[src/rtl/rdf_pkg.sv]
// Shared types and constants for the radix digit formatter.
package rdf_pkg;

	localparam int IN_BITS = 32;
	localparam int VALUE_BITS_DEF = 32;
	localparam int MAX_PRECISION = 64;
	localparam int PREC_BITS = 7;
	localparam int CHAR_BITS = 6;
	localparam int COUNT_BITS = 32;

	// Reciprocal of ten for a 32-bit dividend; the quotient is the product shifted by 35.
	localparam logic [63:0] RECIP10 = 64'h0000_0000_CCCC_CCCD;
	localparam int RECIP10_SHIFT = 35;

	localparam logic [CHAR_BITS-1:0] CHAR_ZERO = 6'd48;

	typedef enum logic [1:0] {
		RADIX_BIN = 2'd0,
		RADIX_OCT = 2'd1,
		RADIX_DEC = 2'd2
	} radix_t;

	typedef struct packed {
		logic busy;
		logic done;
	} rdf_conv_status_t;

endpackage

[src/rtl/rdf_item_if.sv]
// Input channel carrying one number to format.
interface rdf_item_if;
	import rdf_pkg::*;

	logic valid;
	logic ready;
	logic [IN_BITS-1:0] value;
	logic [1:0] radix_mode;
	logic precision_given;
	logic [PREC_BITS-1:0] min_digits;

	modport source (output valid, value, radix_mode, precision_given, min_digits, input ready);
	modport sink (input valid, value, radix_mode, precision_given, min_digits, output ready);

endinterface

[src/rtl/rdf_result_if.sv]
// Output channel carrying one ASCII character per transaction.
interface rdf_result_if;
	import rdf_pkg::*;

	logic valid;
	logic ready;
	logic [CHAR_BITS-1:0] character;
	logic last_char;
	logic [COUNT_BITS-1:0] total_chars;

	modport source (output valid, character, last_char, total_chars, input ready);
	modport sink (input valid, character, last_char, total_chars, output ready);

endinterface

[src/rtl/rdf_div_unit.sv]
// Shared divide-by-radix unit that peels off one digit per step, least significant first.
module rdf_div_unit import rdf_pkg::*; #(
	parameter int VALUE_BITS = VALUE_BITS_DEF
) (
	input  logic clk,
	input  logic arst_n,
	input  logic start,
	input  logic [((VALUE_BITS < IN_BITS) ? VALUE_BITS : IN_BITS)-1:0] value_in,
	input  radix_t radix_in,
	output rdf_conv_status_t status,
	output logic [$clog2(VALUE_BITS+1)-1:0] digit_count,
	output logic wr_en,
	output logic [$clog2(VALUE_BITS)-1:0] wr_addr,
	output logic [3:0] wr_digit
);

	localparam int VW = (VALUE_BITS < IN_BITS) ? VALUE_BITS : IN_BITS;
	localparam int AW = $clog2(VALUE_BITS);
	localparam int CW = $clog2(VALUE_BITS+1);
	localparam int QW = 64 - RECIP10_SHIFT;

	logic busy_q;
	logic phase_q;
	logic [CW-1:0] n_q;
	radix_t radix_q;
	logic [VW-1:0] v_q;
	logic [63:0] prod_q;

	logic fin;
	logic adv;
	logic [VW-1:0] v_nxt;
	logic [QW-1:0] quo;
	logic [IN_BITS-1:0] quo_x10;
	logic [3:0] rem;

	always_comb begin
		fin = (v_q == '0) || (n_q == CW'(VALUE_BITS));
		quo = prod_q[63:RECIP10_SHIFT];
		quo_x10 = (IN_BITS'(quo) << 3) + (IN_BITS'(quo) << 1);
		// The remainder is below ten, so four bits of the difference suffice.
		rem = v_q[3:0] - quo_x10[3:0];
		wr_en = 1'b0;
		wr_addr = n_q[AW-1:0];
		wr_digit = '0;
		adv = 1'b0;
		v_nxt = v_q;
		if (busy_q) begin
			if (fin) begin
				// A value of zero still gives the single digit zero.
				wr_en = (n_q == '0);
			end else begin
				case (radix_q)
					RADIX_BIN: begin
						wr_en = 1'b1;
						wr_digit = {3'b000, v_q[0]};
						v_nxt = v_q >> 1;
						adv = 1'b1;
					end
					RADIX_OCT: begin
						wr_en = 1'b1;
						wr_digit = {1'b0, v_q[2:0]};
						v_nxt = v_q >> 3;
						adv = 1'b1;
					end
					default: begin
						if (phase_q) begin
							wr_en = 1'b1;
							wr_digit = rem;
							v_nxt = VW'(quo);
							adv = 1'b1;
						end
					end
				endcase
			end
		end
	end

	always_ff @(posedge clk or negedge arst_n) begin
		if (!arst_n) begin
			busy_q <= 1'b0;
			phase_q <= 1'b0;
			n_q <= '0;
			radix_q <= RADIX_BIN;
		end else if (start) begin
			busy_q <= 1'b1;
			phase_q <= 1'b0;
			n_q <= '0;
			radix_q <= radix_in;
		end else if (busy_q) begin
			if (fin) begin
				busy_q <= 1'b0;
				if (n_q == '0) begin
					n_q <= CW'(1);
				end
			end else if (adv) begin
				n_q <= n_q + CW'(1);
				phase_q <= 1'b0;
			end else begin
				phase_q <= 1'b1;
			end
		end
	end

	always_ff @(posedge clk) begin
		if (start) begin
			v_q <= value_in;
		end else if (adv) begin
			v_q <= v_nxt;
		end
		if (busy_q && !phase_q) begin
			prod_q <= 64'(IN_BITS'(v_q)) * RECIP10;
		end
	end

	assign status.busy = busy_q;
	assign status.done = busy_q && fin;
	assign digit_count = n_q;

endmodule

[src/rtl/radix_digit_formatter.sv]
// Top level: converts an unsigned number to ASCII digits in base 2, 8 or 10, most significant first.
// Sequence: the divide unit writes the digits, a setup state reads the top one and sets the pad count,
// then one character per cycle goes out while taken, pad zeros first.
// A new number is not taken until the last one is through: the input is not ready until the last character
// has entered the output register.
// Reset: arst_n clears the sequencer, output valid and the running count; the digit store is not cleared.
module radix_digit_formatter import rdf_pkg::*; #(
	parameter int VALUE_BITS = VALUE_BITS_DEF
) (
	input  logic clk,
	input  logic arst_n,
	rdf_item_if.sink item,
	rdf_result_if.source result
);

	localparam int VW = (VALUE_BITS < IN_BITS) ? VALUE_BITS : IN_BITS;
	localparam int AW = $clog2(VALUE_BITS);
	localparam int CW = $clog2(VALUE_BITS+1);

	typedef enum logic [4:0] {
		S_IDLE  = 5'b00001,
		S_CONV  = 5'b00010,
		S_PREP  = 5'b00100,
		S_PAD   = 5'b01000,
		S_DIGIT = 5'b10000
	} state_t;

	state_t state_q, state_d;
	logic [PREC_BITS-1:0] prec_q, prec_in;
	logic [PREC_BITS-1:0] pad_q, pad_d, pad_calc;
	logic [AW-1:0] idx_q, idx_d;

	logic item_fire;
	radix_t radix_in;
	rdf_conv_status_t conv_stat;
	logic [CW-1:0] digit_count;
	logic [CW-1:0] count_m1;
	logic wr_en;
	logic [AW-1:0] wr_addr;
	logic [3:0] wr_digit;

	logic [3:0] digit_mem [VALUE_BITS];
	logic rd_en;
	logic [AW-1:0] rd_addr;
	logic [3:0] rd_data_q;

	logic slot_free;
	logic ld_out;
	logic [CHAR_BITS-1:0] ld_char;
	logic ld_last;
	logic out_valid_q;
	logic [CHAR_BITS-1:0] char_q;
	logic last_q;
	logic [COUNT_BITS-1:0] total_q;

	assign item.ready = (state_q == S_IDLE);
	assign item_fire = item.valid && item.ready;

	always_comb begin
		case (item.radix_mode)
			RADIX_BIN: radix_in = RADIX_BIN;
			RADIX_OCT: radix_in = RADIX_OCT;
			default: radix_in = RADIX_DEC;
		endcase
		if (!item.precision_given) begin
			prec_in = '0;
		end else if (item.min_digits > PREC_BITS'(MAX_PRECISION)) begin
			prec_in = PREC_BITS'(MAX_PRECISION);
		end else begin
			prec_in = item.min_digits;
		end
	end

	rdf_div_unit #(
		.VALUE_BITS(VALUE_BITS)
	) u_div (
		.clk(clk),
		.arst_n(arst_n),
		.start(item_fire),
		.value_in(item.value[VW-1:0]),
		.radix_in(radix_in),
		.status(conv_stat),
		.digit_count(digit_count),
		.wr_en(wr_en),
		.wr_addr(wr_addr),
		.wr_digit(wr_digit)
	);

	// Digit store: written by the divide unit, read one digit ahead of the output register.
	always_ff @(posedge clk) begin
		if (wr_en) begin
			digit_mem[wr_addr] <= wr_digit;
		end
		if (rd_en) begin
			rd_data_q <= digit_mem[rd_addr];
		end
	end

	assign slot_free = !out_valid_q || result.ready;
	assign count_m1 = digit_count - CW'(1);
	assign pad_calc = (prec_q > PREC_BITS'(digit_count)) ?
		(prec_q - PREC_BITS'(digit_count)) : '0;

	always_comb begin
		state_d = state_q;
		pad_d = pad_q;
		idx_d = idx_q;
		rd_en = 1'b0;
		rd_addr = idx_q;
		ld_out = 1'b0;
		ld_char = CHAR_ZERO;
		ld_last = 1'b0;
		unique case (state_q)
			S_IDLE: begin
				if (item_fire) begin
					state_d = S_CONV;
				end
			end
			S_CONV: begin
				if (conv_stat.done) begin
					state_d = S_PREP;
				end
			end
			S_PREP: begin
				rd_en = 1'b1;
				rd_addr = count_m1[AW-1:0];
				idx_d = count_m1[AW-1:0];
				pad_d = pad_calc;
				state_d = (pad_calc != '0) ? S_PAD : S_DIGIT;
			end
			S_PAD: begin
				if (slot_free) begin
					ld_out = 1'b1;
					pad_d = pad_q - PREC_BITS'(1);
					if (pad_q == PREC_BITS'(1)) begin
						state_d = S_DIGIT;
					end
				end
			end
			S_DIGIT: begin
				if (slot_free) begin
					ld_out = 1'b1;
					ld_char = CHAR_ZERO | {2'b00, rd_data_q};
					if (idx_q == '0) begin
						ld_last = 1'b1;
						state_d = S_IDLE;
					end else begin
						// Fetch the next lower digit while this one goes out.
						idx_d = idx_q - AW'(1);
						rd_en = 1'b1;
						rd_addr = idx_q - AW'(1);
					end
				end
			end
			default: begin
				state_d = S_IDLE;
			end
		endcase
	end

	always_ff @(posedge clk or negedge arst_n) begin
		if (!arst_n) begin
			state_q <= S_IDLE;
			pad_q <= '0;
			out_valid_q <= 1'b0;
			total_q <= '0;
		end else begin
			state_q <= state_d;
			pad_q <= pad_d;
			if (ld_out) begin
				out_valid_q <= 1'b1;
				total_q <= total_q + COUNT_BITS'(1);
			end else if (result.ready) begin
				out_valid_q <= 1'b0;
			end
		end
	end

	always_ff @(posedge clk) begin
		idx_q <= idx_d;
		if (item_fire) begin
			prec_q <= prec_in;
		end
		if (ld_out) begin
			char_q <= ld_char;
			last_q <= ld_last;
		end
	end

	assign result.valid = out_valid_q;
	assign result.character = char_q;
	assign result.last_char = last_q;
	assign result.total_chars = total_q;

	a_start_conv: assert property (@(posedge clk) disable iff (!arst_n)
		item_fire |=> conv_stat.busy && (state_q == S_CONV))
		else $error("conversion did not start after an accepted transaction");

	a_count_step: assert property (@(posedge clk) disable iff (!arst_n)
		ld_out |=> total_q == $past(total_q) + COUNT_BITS'(1))
		else $error("character count did not advance by one");

	a_last_flag: assert property (@(posedge clk) disable iff (!arst_n)
		ld_out && (state_q == S_DIGIT) && (idx_q == '0) |=> result.valid && result.last_char)
		else $error("final digit left without its last flag");

	a_pad_nonzero: assert property (@(posedge clk) disable iff (!arst_n)
		(state_q == S_PAD) |-> (pad_q != '0))
		else $error("padding state entered with no pad characters left");

endmodule
[src/flat_wrapper.sv]
// flat-port wrapper written by rule: the top's interface ports become plain ports
module radix_digit_formatter_flat import rdf_pkg::*;
#(
	parameter int VALUE_BITS = VALUE_BITS_DEF
)
  (clk, arst_n, item_valid, item_value, item_radix_mode, item_precision_given, item_min_digits, item_ready, result_valid, result_character, result_last_char, result_total_chars, result_ready);
  rdf_item_if item_i ();
  rdf_result_if result_i ();
  input  logic clk;
  input  logic arst_n;
  input wire logic [$bits(item_i.valid)-1:0] item_valid;
  input wire logic [$bits(item_i.value)-1:0] item_value;
  input wire logic [$bits(item_i.radix_mode)-1:0] item_radix_mode;
  input wire logic [$bits(item_i.precision_given)-1:0] item_precision_given;
  input wire logic [$bits(item_i.min_digits)-1:0] item_min_digits;
  output wire logic [$bits(item_i.ready)-1:0] item_ready;
  output wire logic [$bits(result_i.valid)-1:0] result_valid;
  output wire logic [$bits(result_i.character)-1:0] result_character;
  output wire logic [$bits(result_i.last_char)-1:0] result_last_char;
  output wire logic [$bits(result_i.total_chars)-1:0] result_total_chars;
  input wire logic [$bits(result_i.ready)-1:0] result_ready;
  assign item_i.valid = item_valid;
  assign item_i.value = item_value;
  assign item_i.radix_mode = item_radix_mode;
  assign item_i.precision_given = item_precision_given;
  assign item_i.min_digits = item_min_digits;
  assign item_ready = item_i.ready;
  assign result_valid = result_i.valid;
  assign result_character = result_i.character;
  assign result_last_char = result_i.last_char;
  assign result_total_chars = result_i.total_chars;
  assign result_i.ready = result_ready;
  radix_digit_formatter #(.VALUE_BITS(VALUE_BITS)) u_core (.clk(clk), .arst_n(arst_n), .item(item_i), .result(result_i));
endmodule
[config.mk]
export PLATFORM = sky130hd
export DESIGN_NAME = radix_digit_formatter_flat
export DESIGN_NICKNAME = d
export VERILOG_FILES = /design/src/rtl/rdf_pkg.sv /design/src/rtl/rdf_item_if.sv /design/src/rtl/rdf_result_if.sv /design/src/rtl/rdf_div_unit.sv /design/src/rtl/radix_digit_formatter.sv /design/src/flat_wrapper.sv
export SDC_FILE = /design/constraint.sdc
export NUM_CORES = 2
export LEC_CHECK = 0
export ABC_AREA = 1
export BUFFER_PORTS_ARGS = -buffer_cell sky130_fd_sc_hd__buf_2
export CAP_MARGIN = 40
export CORE_ASPECT_RATIO = 0.7
export CORE_MARGIN = 4
export CORE_UTILIZATION = 65
export DETAILED_ROUTE_END_ITERATION = 16
export HOLD_SLACK_MARGIN = 0.06
export PLACE_DENSITY_LB_ADDON = 0.08
export RECOVER_POWER = 50
export SKIP_LAST_GASP = 1
export SYNTH_ARGS = -nofsm -noshare
export SYNTH_HDL_FRONTEND = slang
export SYNTH_HIERARCHICAL = 1
export SYNTH_SLANG_ARGS = --single-unit
[constraint.sdc]
create_clock -name clk -period 7.8 [get_ports clk]
set_clock_uncertainty 0.2 [all_clocks]
set_input_delay 0 -clock clk [delete_from_list [all_inputs] [get_ports clk]]
set_output_delay 0 -clock clk [all_outputs]
set_load 0.01 [all_outputs]
==> metrics <==
outcome finished, violations left; failing checks max-capacitance violations, max-slew violations; Crit Path Max Fanout 6; Final GP Congestion 1.12; Slew headroom -98.2%; number of fill cells 3678; I/O Buffers 84; Critical Path Most Common Cell inv_1; # setup viols final 0; buffer type at the clock tree root clkbuf_16; r2r startpoint u_core/u_div/v_q[16]; vias in the first global route 26.7k; Final Hold Viols 0; worst-skew pair later-pin latency 0.62 ns; HP Class input pin to register; RSZ-0062 raised after global routing false; min cycle time layout 7.42 ns; post-DP HPWL 90100 um; routed via count 27.0k; DR iter-0 viols 3653; synth warn 6; # DRC 0; footprint of the multi-input gates 20400 sq um; Setup crit end kind register; die extent in x 274 um; CP arrival 7.58 ns; CP startpoint u_core/u_div/v_q[16]; Max Buffers Root-to-Sink 3; startpoint types register; Layout Nets 4670; fmax 0.135 GHz; # Max-Cap Violations 7; Pre-antenna DRT Iters 7; Crit path max-delay family adder cells; total CTS buffers 28; Row Count 67; Initial Util 66.4%; I/O Pins 87; gr ovfl total 0; CTS tree yes; die area 53100 sq um; antenna violations before repair 4; worst-margin pin slew 2.97 ns; area occupied by registers 7630 sq um; setup TNS 0 ns; GR Util All Layers 41.2%; # resized after CTS 0; CP Class register to register; R2R Setup Slk 0.38 ns; Post-Syn Instances 3701; Post-Syn Area per Cell 8.68 sq um; pin count of the biggest net entering global routing 66; CP required 7.96 ns; Slowest cell on crit path edfxtp_1; fin. max-slew vios 230; DR vias/cell 5.95; Antenna Nets Post-Route 0; worst path bufs/invs 9; global-route wire length before repair 163000 um; core area 48400 sq um; Slowest Stage Delay on Critical Path 0.64 ns; layout cell share with drive strength beyond 1 4.95%; Chip Height 194 um; drt wl/cell 24.1 um; Routed WL 109000 um; clk slew on worst S/H paths 0.07 ns; cell area after synthesis 32100 sq um; area grow syn2layout 8.70%; period utilization 95.1%; min-delay src item_value[21]; H-tree levels 1; clock sink total 265
cell type report:
class,instances,area share [%]
antenna,3,0.0215
inverter,973,10.5
tap,655,2.35
clock inverter,23,0.839
multi-input combinational,2394,58.4
sequential,265,21.9
timing repair buffer,197,4.04
clock buffer,28,2.01
tightest hold or removal path, cell delays in order:
cell and delay (ns):
dlygate4sd3_1 0.53, buf_2 0.11, o21ai_0 0.07, inv_1 0.05
final timing paths:
kind	to	depth (start not counted)
hold / removal	u_core/u_div/v_q[21]	4
setup reg to reg	u_core/u_div/prod_q[39]	25
hold reg to reg	u_core/pad_q[6]	2
max in group asynchronous	u_core/u_div/digit_count[4]	4
setup / recovery	u_core/u_div/prod_q[39]	25
min in group asynchronous	u_core/result.total_chars[3]	4
registers in the layout (all words and copies together), names as in the netlist:
name	cells
u_core/idx_q	5
u_core/u_div/prod_q	29
u_core/u_div/radix_q	2
u_core/prec_q	7
u_core/u_div/phase_q	1
u_core/u_div/v_q	32
u_core/u_div/busy_q	1
u_core/rd_data_q	4
u_core/result.total_chars	32
u_core/digit_mem	128
u_core/u_div/digit_count	6
u_core/result.last_char	1
u_core/state_q	5
u_core/result.valid	1
u_core/pad_q	7
u_core/result.character	4
timing repair:
| action | 4_1_cts | 5_1_grt |
|---|---|---|
| endpoints found under the setup margin | 0 | 0 |
| hold buffers | 67 | 0 |
| hold endpoints to repair | 108 | 0 |
| buffers inserted | 0 | 0 |
layer usage:
| metal | global-route usage (%) | wire [um] | vias up |
|---|---|---|---|
| met5 | 2.09 | 170 | - |
| met3 | 23.5 | 20800 | 231 |
| met4 | 6.53 | 2240 | 6 |
| li1 | - | - | 11800 |
| met1 | 60.4 | 44500 | 12900 |
| met2 | 53.7 | 41500 | 2050 |
per-stage QoR:
step                      setup slack [ns]  instances  hold WS [ns]  area (sq um)  utilization, %
after global routing                0.0895       4536         0.110         34900            72.2
after CTS                            0.556       4535        0.0628         35100            72.5
after floorplan                       1.62       3702        -0.496         32100               -
final                                0.379       4538        0.0870         34900            72.2
after detailed placement             0.549       4417       -0.0257         33400            69.1
after global placement               0.538       4414       -0.0360         33400            69.0
layout by cell type (no fill, tap or decap), drive strengths merged, types with 2 or more instances in the layout:
cell and n:
or2 8, a21boi 2, buf 84, nand3b 41, xor2 69, diode 3
ha 378, nand4 30, bufinv 5, inv 978, edfxtp 205, nor2 230
clkinv 12, fa 387, dfrtp 54, a21oi 114, a31oi 3, and2 3
conb 2, dfxtp 5, dlygate4sd3 67, o211ai 14, o21ai 101, a21o 12
nand3 245, o21bai 14, nand2 638, nor4 7, o21a 3, clkbuf 74
o22ai 23, a22oi 3, nor3 41, xnor2 20
Power is not shown: default switching activity piles up to over one toggle a cycle in this logic, so the estimate is an artifact.
